==> config.mk <==
export PLATFORM = sky130hd
export DESIGN_NAME = bounded_stack_with_search
export DESIGN_NICKNAME = d
export VERILOG_FILES = /design/src/rtl/bss_pkg.sv /design/src/rtl/bss_cell.sv /design/src/rtl/bounded_stack_with_search.sv
export SDC_FILE = /design/constraint.sdc
export NUM_CORES = 1
export LEC_CHECK = 0
export ABC_AREA = 1
export ABC_CLOCK_PERIOD_IN_PS = 19100
export BUFFER_PORTS_ARGS = -buffer_cell sky130_fd_sc_hd__buf_2
export CAP_MARGIN = 20
export CORE_ASPECT_RATIO = 0.75
export CORE_MARGIN = 2
export CORE_UTILIZATION = 60
export CTS_CLUSTER_SIZE = 16
export DETAILED_ROUTE_END_ITERATION = 10
export PLACE_DENSITY = 0.75
export SETUP_SLACK_MARGIN = 0.2
export SLEW_MARGIN = 20
export SYNTH_ARGS = -nofsm -noshare
export SYNTH_HDL_FRONTEND = slang
export SYNTH_SLANG_ARGS = --single-unit
==> constraint.sdc <==
create_clock -name clk -period 19.1 [get_ports clk]
set_input_delay 0 -clock clk [delete_from_list [all_inputs] [get_ports clk]]
set_output_delay 0 -clock clk [all_outputs]
set_load 0.03 [all_outputs]
==> src/rtl/bss_pkg.sv <==
// Package with the types, codes and sizes of the bounded stack.
package bss_pkg;

    // Number of stack entries.
    localparam int DEPTH = 8;

    // Width of the entry count, which must hold DEPTH itself.
    localparam int CNT_W = $clog2(DEPTH + 1);
    // Width of the scan step counter.
    localparam int IDX_W = (DEPTH > 1) ? $clog2(DEPTH) : 1;
    // Width of a step plus a count, used for the position arithmetic.
    localparam int SUM_W = CNT_W + 1;
    // Width of the position field of a result beat.
    localparam int POS_W = 4;
    // Width wide enough for any position source before masking.
    localparam int WIDE_W = (SUM_W > POS_W) ? SUM_W : POS_W;

    // Operation codes.
    localparam logic [1:0] OP_PUSH   = 2'd0;
    localparam logic [1:0] OP_POP    = 2'd1;
    localparam logic [1:0] OP_DUMP   = 2'd2;
    localparam logic [1:0] OP_SEARCH = 2'd3;

    // Result status codes.
    localparam logic [2:0] ST_OK       = 3'd0;
    localparam logic [2:0] ST_FULL     = 3'd1;
    localparam logic [2:0] ST_EMPTY    = 3'd2;
    localparam logic [2:0] ST_FOUND    = 3'd3;
    localparam logic [2:0] ST_NOTFOUND = 3'd4;

    // One command beat.
    typedef struct packed {
        logic [1:0]         op;
        logic signed [31:0] value;
    } cmd_t;

    // One response beat.
    typedef struct packed {
        logic [2:0]         status;
        logic signed [31:0] data;
        logic [POS_W-1:0]   position;
        logic               last;
    } rsp_t;

    // Shift controls that every cell of the chain sees.
    typedef struct packed {
        logic take_prev;
        logic take_next;
    } cell_ctl_t;

    // Masks a widened count or index down to the position field.
    function automatic logic [POS_W-1:0] to_pos(input logic [WIDE_W-1:0] v);
        return v[POS_W-1:0];
    endfunction

endpackage

==> src/rtl/bss_cell.sv <==
// One storage cell of the stack chain; it loads from either neighbor.
module bss_cell (
    input  logic                    clk,
    input  bss_pkg::cell_ctl_t      ctl,
    input  logic signed [31:0]      prev_data,
    input  logic signed [31:0]      next_data,
    output logic signed [31:0]      entry
);

    logic signed [31:0] entry_reg;
    logic signed [31:0] entry_next;

    // Push and rotate move words away from the top; pop moves them toward it.
    always_comb
    begin
        entry_next = entry_reg;
        if (ctl.take_prev)
        begin
            entry_next = prev_data;
        end
        else if (ctl.take_next)
        begin
            entry_next = next_data;
        end
    end

    // The stored word needs no reset: it is read only after a push wrote it.
    always_ff @(posedge clk)
    begin
        entry_reg <= entry_next;
    end

    assign entry = entry_reg;

endmodule

==> src/rtl/bounded_stack_with_search.sv <==
// Top level of the bounded stack: the chain of cells and its sequencer.
//
// Commands arrive on cmd (cmd_valid / cmd_stall), one beat per operation:
// push, pop, dump all or search for a key. Results leave on rsp
// (rsp_valid / rsp_stall); the final result beat of each command has last set.
// The words live in a chain of cells with the top of the stack in cell 0.
// Push and pop shift the whole chain by one place; the
// result appears in the output register on the cycle after the command beat.
// Dump and search rotate the whole chain through the bottom cell, one cell per
// cycle while the output register is not stalled; search then adds a closing
// step that sends its last match or a not-found beat.
// A new command is taken once the previous one has loaded its
// last beat and the output register is free or being emptied.
// Search holds each match back one step so the last one can be marked.
// When the receiver stalls, the output register holds its beat and the
// rotation pauses; the chain always returns to its original order.
// Reset empties the stack and drops any beat in flight; no clearing pass.
module bounded_stack_with_search (
    input  logic            clk,
    input  logic            rst_n,
    input  logic            cmd_valid,
    output logic            cmd_stall,
    input  bss_pkg::cmd_t   cmd,
    output logic            rsp_valid,
    input  logic            rsp_stall,
    output bss_pkg::rsp_t   rsp
);

    typedef enum logic [1:0] {
        S_IDLE,
        S_SCAN,
        S_FINISH
    } state_t;

    state_t                         state_reg, state_next;
    logic [bss_pkg::CNT_W-1:0]      cnt_reg, cnt_next;
    logic [bss_pkg::IDX_W-1:0]      step_reg, step_next;
    logic                           dump_reg, dump_next;
    logic signed [31:0]             key_reg, key_next;
    logic                           pend_valid_reg, pend_valid_next;
    bss_pkg::rsp_t                  pend_reg, pend_next;
    logic                           rsp_valid_reg, rsp_valid_next;
    bss_pkg::rsp_t                  rsp_reg, rsp_next;

    bss_pkg::cell_ctl_t             cell_ctl;
    logic signed [31:0]             head_in;
    logic signed [31:0]             ent [bss_pkg::DEPTH];
    logic signed [31:0]             bottom;
    logic                           out_free;
    logic                           is_full;
    logic                           is_empty;
    logic [bss_pkg::SUM_W-1:0]      scan_sum;
    logic                           scan_hit;
    logic                           scan_end;
    logic [bss_pkg::POS_W-1:0]      scan_pos;

    // Chain of cells; cell 0 is the top of the stack.
    for (genvar i = 0; i < bss_pkg::DEPTH; i++)
    begin : g_cell
        logic signed [31:0] prev_w;
        logic signed [31:0] next_w;

        if (i == 0)
        begin : g_head
            assign prev_w = head_in;
        end
        else
        begin : g_body
            assign prev_w = ent[i-1];
        end

        if (i == bss_pkg::DEPTH - 1)
        begin : g_tail
            assign next_w = ent[i];
        end
        else
        begin : g_mid
            assign next_w = ent[i+1];
        end

        bss_cell u_cell (
            .clk       (clk),
            .ctl       (cell_ctl),
            .prev_data (prev_w),
            .next_data (next_w),
            .entry     (ent[i])
        );
    end

    assign bottom   = ent[bss_pkg::DEPTH-1];
    assign out_free = !rsp_valid_reg || !rsp_stall;
    assign is_full  = (cnt_reg == bss_pkg::CNT_W'(bss_pkg::DEPTH));
    assign is_empty = (cnt_reg == '0);

    // The bottom cell holds stored word number step + count - DEPTH.
    assign scan_sum = bss_pkg::SUM_W'(step_reg) + bss_pkg::SUM_W'(cnt_reg);
    assign scan_hit = (scan_sum >= bss_pkg::SUM_W'(bss_pkg::DEPTH));
    assign scan_end = (step_reg == bss_pkg::IDX_W'(bss_pkg::DEPTH - 1));
    assign scan_pos = bss_pkg::to_pos(bss_pkg::WIDE_W'(
                          scan_sum - bss_pkg::SUM_W'(bss_pkg::DEPTH)));

    // Sequencer next-state logic.
    always_comb
    begin
        state_next      = state_reg;
        cnt_next        = cnt_reg;
        step_next       = step_reg;
        dump_next       = dump_reg;
        key_next        = key_reg;
        pend_valid_next = pend_valid_reg;
        pend_next       = pend_reg;
        rsp_valid_next  = rsp_valid_reg;
        rsp_next        = rsp_reg;
        cell_ctl        = '0;
        head_in         = bottom;

        if (out_free)
        begin
            rsp_valid_next = 1'b0;
        end

        case (state_reg)
            S_IDLE:
            begin
                if (cmd_valid && out_free)
                begin
                    rsp_valid_next = 1'b1;
                    case (cmd.op)
                        bss_pkg::OP_PUSH:
                        begin
                            if (is_full)
                            begin
                                rsp_next = '{bss_pkg::ST_FULL, 32'sd0,
                                    bss_pkg::to_pos(bss_pkg::WIDE_W'(cnt_reg)), 1'b1};
                            end
                            else
                            begin
                                cell_ctl.take_prev = 1'b1;
                                head_in            = cmd.value;
                                cnt_next           = cnt_reg + bss_pkg::CNT_W'(1);
                                rsp_next = '{bss_pkg::ST_OK, cmd.value,
                                    bss_pkg::to_pos(bss_pkg::WIDE_W'(cnt_next)), 1'b1};
                            end
                        end
                        bss_pkg::OP_POP:
                        begin
                            if (is_empty)
                            begin
                                rsp_next = '{bss_pkg::ST_EMPTY, 32'sd0, '0, 1'b1};
                            end
                            else
                            begin
                                cell_ctl.take_next = 1'b1;
                                cnt_next           = cnt_reg - bss_pkg::CNT_W'(1);
                                rsp_next = '{bss_pkg::ST_OK, ent[0],
                                    bss_pkg::to_pos(bss_pkg::WIDE_W'(cnt_next)), 1'b1};
                            end
                        end
                        bss_pkg::OP_DUMP:
                        begin
                            if (is_empty)
                            begin
                                rsp_next = '{bss_pkg::ST_EMPTY, 32'sd0, '0, 1'b1};
                            end
                            else
                            begin
                                rsp_valid_next = 1'b0;
                                state_next     = S_SCAN;
                                step_next      = '0;
                                dump_next      = 1'b1;
                            end
                        end
                        default:
                        begin
                            if (is_empty)
                            begin
                                rsp_next = '{bss_pkg::ST_NOTFOUND, 32'sd0, '0, 1'b1};
                            end
                            else
                            begin
                                rsp_valid_next  = 1'b0;
                                state_next      = S_SCAN;
                                step_next       = '0;
                                dump_next       = 1'b0;
                                key_next        = cmd.value;
                                pend_valid_next = 1'b0;
                            end
                        end
                    endcase
                end
            end

            S_SCAN:
            begin
                if (out_free)
                begin
                    // Rotate the chain one place through the bottom cell.
                    cell_ctl.take_prev = 1'b1;
                    step_next          = step_reg + bss_pkg::IDX_W'(1);
                    if (scan_hit)
                    begin
                        if (dump_reg)
                        begin
                            rsp_valid_next = 1'b1;
                            rsp_next = '{bss_pkg::ST_OK, bottom, scan_pos, scan_end};
                        end
                        else if (bottom == key_reg)
                        begin
                            // Release the previous match; hold this one back.
                            if (pend_valid_reg)
                            begin
                                rsp_valid_next = 1'b1;
                                rsp_next       = pend_reg;
                            end
                            pend_valid_next = 1'b1;
                            pend_next = '{bss_pkg::ST_FOUND, bottom, scan_pos, 1'b0};
                        end
                    end
                    if (scan_end)
                    begin
                        step_next  = '0;
                        state_next = dump_reg ? S_IDLE : S_FINISH;
                    end
                end
            end

            S_FINISH:
            begin
                if (out_free)
                begin
                    rsp_valid_next = 1'b1;
                    if (pend_valid_reg)
                    begin
                        rsp_next      = pend_reg;
                        rsp_next.last = 1'b1;
                    end
                    else
                    begin
                        rsp_next = '{bss_pkg::ST_NOTFOUND, 32'sd0, '0, 1'b1};
                    end
                    pend_valid_next = 1'b0;
                    state_next      = S_IDLE;
                end
            end

            default:
            begin
                state_next = S_IDLE;
            end
        endcase
    end

    // State and registered outputs.
    always_ff @(posedge clk or negedge rst_n)
    begin
        if (!rst_n)
        begin
            state_reg      <= S_IDLE;
            cnt_reg        <= '0;
            step_reg       <= '0;
            dump_reg       <= 1'b0;
            key_reg        <= '0;
            pend_valid_reg <= 1'b0;
            pend_reg       <= '0;
            rsp_valid_reg  <= 1'b0;
            rsp_reg        <= '0;
        end
        else
        begin
            state_reg      <= state_next;
            cnt_reg        <= cnt_next;
            step_reg       <= step_next;
            dump_reg       <= dump_next;
            key_reg        <= key_next;
            pend_valid_reg <= pend_valid_next;
            pend_reg       <= pend_next;
            rsp_valid_reg  <= rsp_valid_next;
            rsp_reg        <= rsp_next;
        end
    end

    assign cmd_stall = !((state_reg == S_IDLE) && out_free);
    assign rsp_valid = rsp_valid_reg;
    assign rsp       = rsp_reg;

endmodule

==> results.md <==
- Die width: between 200 and 250 um
- Pre-CTS setup slack: approximately 15 ns
- Largest family of logic cells by synthesized area: simple AND/OR/NAND/NOR gates
- H-tree levels: 2
- CTS Hold Bufs: 37
- Layer with the highest usage: met2
- Xor and xnor area share after synthesis: about 1.5%
- Combinational power share: between 30 and 40%
- Starting density of the core: 60.4%
- Most used cell, CP: nor2_4
- WP data required: around 19 ns
- Crit start category: flop
- Clock sink count: 377
- Crit-path slowest cell: buf_4
- GR Util met3: 4.70%
- Critical path class: reg -> reg
- Slew @ Worst Pin: between 1 and 1.5 ns
- PD cells: 182 nW/um^2
- Capturing point of the worst reg2reg path: g_cell[6].u_cell.entry[14]
- Inst Count DP: 2,224
- Post-Syn Area: roughly 17,000 sq um
- Post-detail-place hpwl: about 25,000 um
- Worst-path clk slew: approximately 0.060 ns
- Grt met1 use: 42.0%
- Synthesis Warnings: 0
- R2R Path Start: state_reg[1]
- Dpl cell area: roughly 18,000 sq um
- PostCTS Resize Cnt: 0
- Simple-gate share of the synthesized area: between 10% and 20%
- Post-synth cell types: 36
- Die Height: about 150 um
- Endpoints failing hold: 2
- RSZ-0062 raised after global routing: false
- Setup WS post-layout: 14.68 ns
- Mapped Nets: around 1,900
- Area Growth Syn to Fin: 12.2%
- Final instance area: around 20,000 sq um
- Seq pwr share: around 43%
- Failing checks: negative hold slack
- VDD IR max: ~0.13 mV
- Clock latency on the worst-skew pair: approximately 0.54 ns
- Avg Cell Area, Syn: 9.45 sq um
- Total Routing Usage GR: ~29%
- Complex-gate fraction of the synthesized area: between 10% and 20%
- Final std cells w/o fill: 2,331
- Largest register FFs: between 200 and 300
- Switching part of the total: roughly two fifths
- Final setup fails: 0
- Gr ovfl total: 0
- Final Skew: about 0.011 ns
- P_sw: ~1.4 mW
- Maximum clock path buffer count: 3
- Main synth FF type: edfxtp_1
- Arrival time worst endpoint: ~4.7 ns
- EDFF count, synth: 256
- GR Util met2: 44.2%
- Setup_tns: 0 ns
- Max Freq: roughly 0.23 GHz
- GP Congestion: 0.930
- FF-to-FF path depth: 10
- Cell Chain, Critical Path: inv_1, ha_1, inv_2, nor2_4, inv_2, nor2_4, nor2_4, inv_6, buf_4, o21ai_0
- Worst reg-to-reg setup slack: between 10 and 15 ns
- TritonRoute pass-1 iters: 6
- DR vias/cell: 5.73
- Placeable Area: 28,900 sq um
- Antenna diode count: 0
- Clk pwr share: between 20% and 30%
- Largest net degree at the start of global routing: 266
- Clock period minus worst slack: around 4.4 ns
- Initial antenna violation count: 0
- Nets: between 1,500 and 2,000
- Hold crit path type: in -> async
- TritonCTS Buffers: 38
- Max stage delay on crit path: 0.81 ns
- Vias in the first global route: ~12,000
- Final worst-path cycle share: 23.1%
- Worst Path Max Fanout: about 110
- Maxcap violations: 0
- Register area share after synthesis: between 60 and 70%
- Post-synthesis adder-cell area fraction: less than 1%
- PortBufs: 79
- Pint: between 2 and 2.5 mW
- P_leak: 8.62 nW
- #FFs+latches synth: roughly 380
- Final Max Slew Viols: 0
- Total power: 3.56 mW
- DRC: 0
- Slew Limit Headroom: 30.1%
- Cells after Synth: roughly 1,800
- Commonest non-fill, non-tap cell in the layout: nand2_1
- Status: finished with violations
- Overall routed net length: roughly 43,000 um
- Post-route ant nets: 0
- Die area: 30,400 sq um
- Most frequent cells in the layout: nand2_1, edfxtp_1, inv_1, o21ai_0, dfrtp_1
- Post-synth ARST share: about 32%
- Portion of netlist area occupied by mux cells: 0%
- Post-CTS Setup Inserts: 0
- Final hold slack: -0.00311 ns
- Ports: 80
- Vias post-DR: roughly 13,000
- CTS tree: yes
- Root buffer cell: clkbuf_16
- Share of post-route cells with drive strength above 1: a little under a tenth
- Global-route wire length before repair: approximately 68,000 um
- 1st-iter DRT viols: roughly 1,600
- Post-layout util: 67.8%
- WL/cell: approximately 19 um
- Crit end category: flop
- Rows: 54
[layer usage]
metal  routed length (um)  vias to the layer above  share of wire, %
li1                     -                     6271                 -
met1                18900                     6349                44
met2                19600                      654                45
met3                 3750                       82               8.7
met4                  990                        0               2.3
met5                    0                        -                 0
[power by group through the flow]
stage / clock [mW] / sequential, mW / combinational (mW)
after CTS: 0.759 / 1.52 / 1.27
after global placement: 0 / 1.52 / 1.21
after detailed placement: 0 / 1.53 / 1.26
after floorplan: 0 / 1.61 / 0.845
after global routing: 0.788 / 1.56 / 1.43
final: 0.749 / 1.52 / 1.29
[worst max-delay path: cells and delay by family, from the launching register on]
kind | cells | cell delay [ns]
DFF | 1 | 0.40
AOI/OAI and AO/OA | 1 | 0.23
and+or+nand+nor | 3 | 1.32
buffers and inverters | 5 | 1.74
adders and majority gates | 1 | 0.31
[logic make-up after synthesis]
logic type,after synthesis
XOR/XNOR,30
AO/OA/AOI/OAI,354
buffers and inverters,267
flip-flops,377
AND/OR/NAND/NOR,804
adder cells (fa/ha/maj),12
[area by class of cell]
class | count | area (sq um)
flip-flops and latches | 377 | 10700
fillers | 2249 | 9300
multi-input cells | 1200 | 5610
clock buffers | 60 | 1140
repair buffers | 126 | 872
inverters | 166 | 628
well taps | 392 | 490
clock inverters | 10 | 98.8
[Yosys cell counts (2+ instances only)]
cell type	count	share of area, %
a21oi_1	24	0.69
a21oi_2	2	0.10
a22oi_1	62	2.7
buf_1	2	0.043
buf_2	61	1.8
buf_4	9	0.39
clkbuf_1	27	0.58
clkinv_1	3	0.065
dfrtp_1	121	17
edfxtp_1	256	44
ha_1	11	0.79
inv_1	144	3.1
inv_2	18	0.39
nand2_1	678	15
nand2_2	3	0.11
nand3_1	76	2.2
nand3_2	2	0.11
nand4_1	5	0.18
nor2_1	31	0.67
nor2_2	2	0.072
nor2_4	5	0.32
nor3_1	2	0.057
o21ai_0	143	4.1
o21ai_1	92	2.6
o22ai_1	26	0.93
xnor2_1	27	1.4
xor2_1	3	0.15
[how the worst max path moves through the flow]
stage                            start                         end  slack, ns  cells past startpoint
after floorplan             cnt_reg[0]   g_cell[0].u_cell.entry[0]      12.27                      8
after global placement    state_reg[0]   g_cell[6].u_cell.entry[8]      15.08                     10
after detailed placement  state_reg[1]   g_cell[6].u_cell.entry[3]      14.86                     10
after CTS                 state_reg[1]   g_cell[6].u_cell.entry[5]      14.82                     10
after global routing      state_reg[1]   g_cell[6].u_cell.entry[5]      14.45                     10
final                     state_reg[1]  g_cell[6].u_cell.entry[14]      14.68                     10
Note: power is estimated with default switching activity, not from simulation.
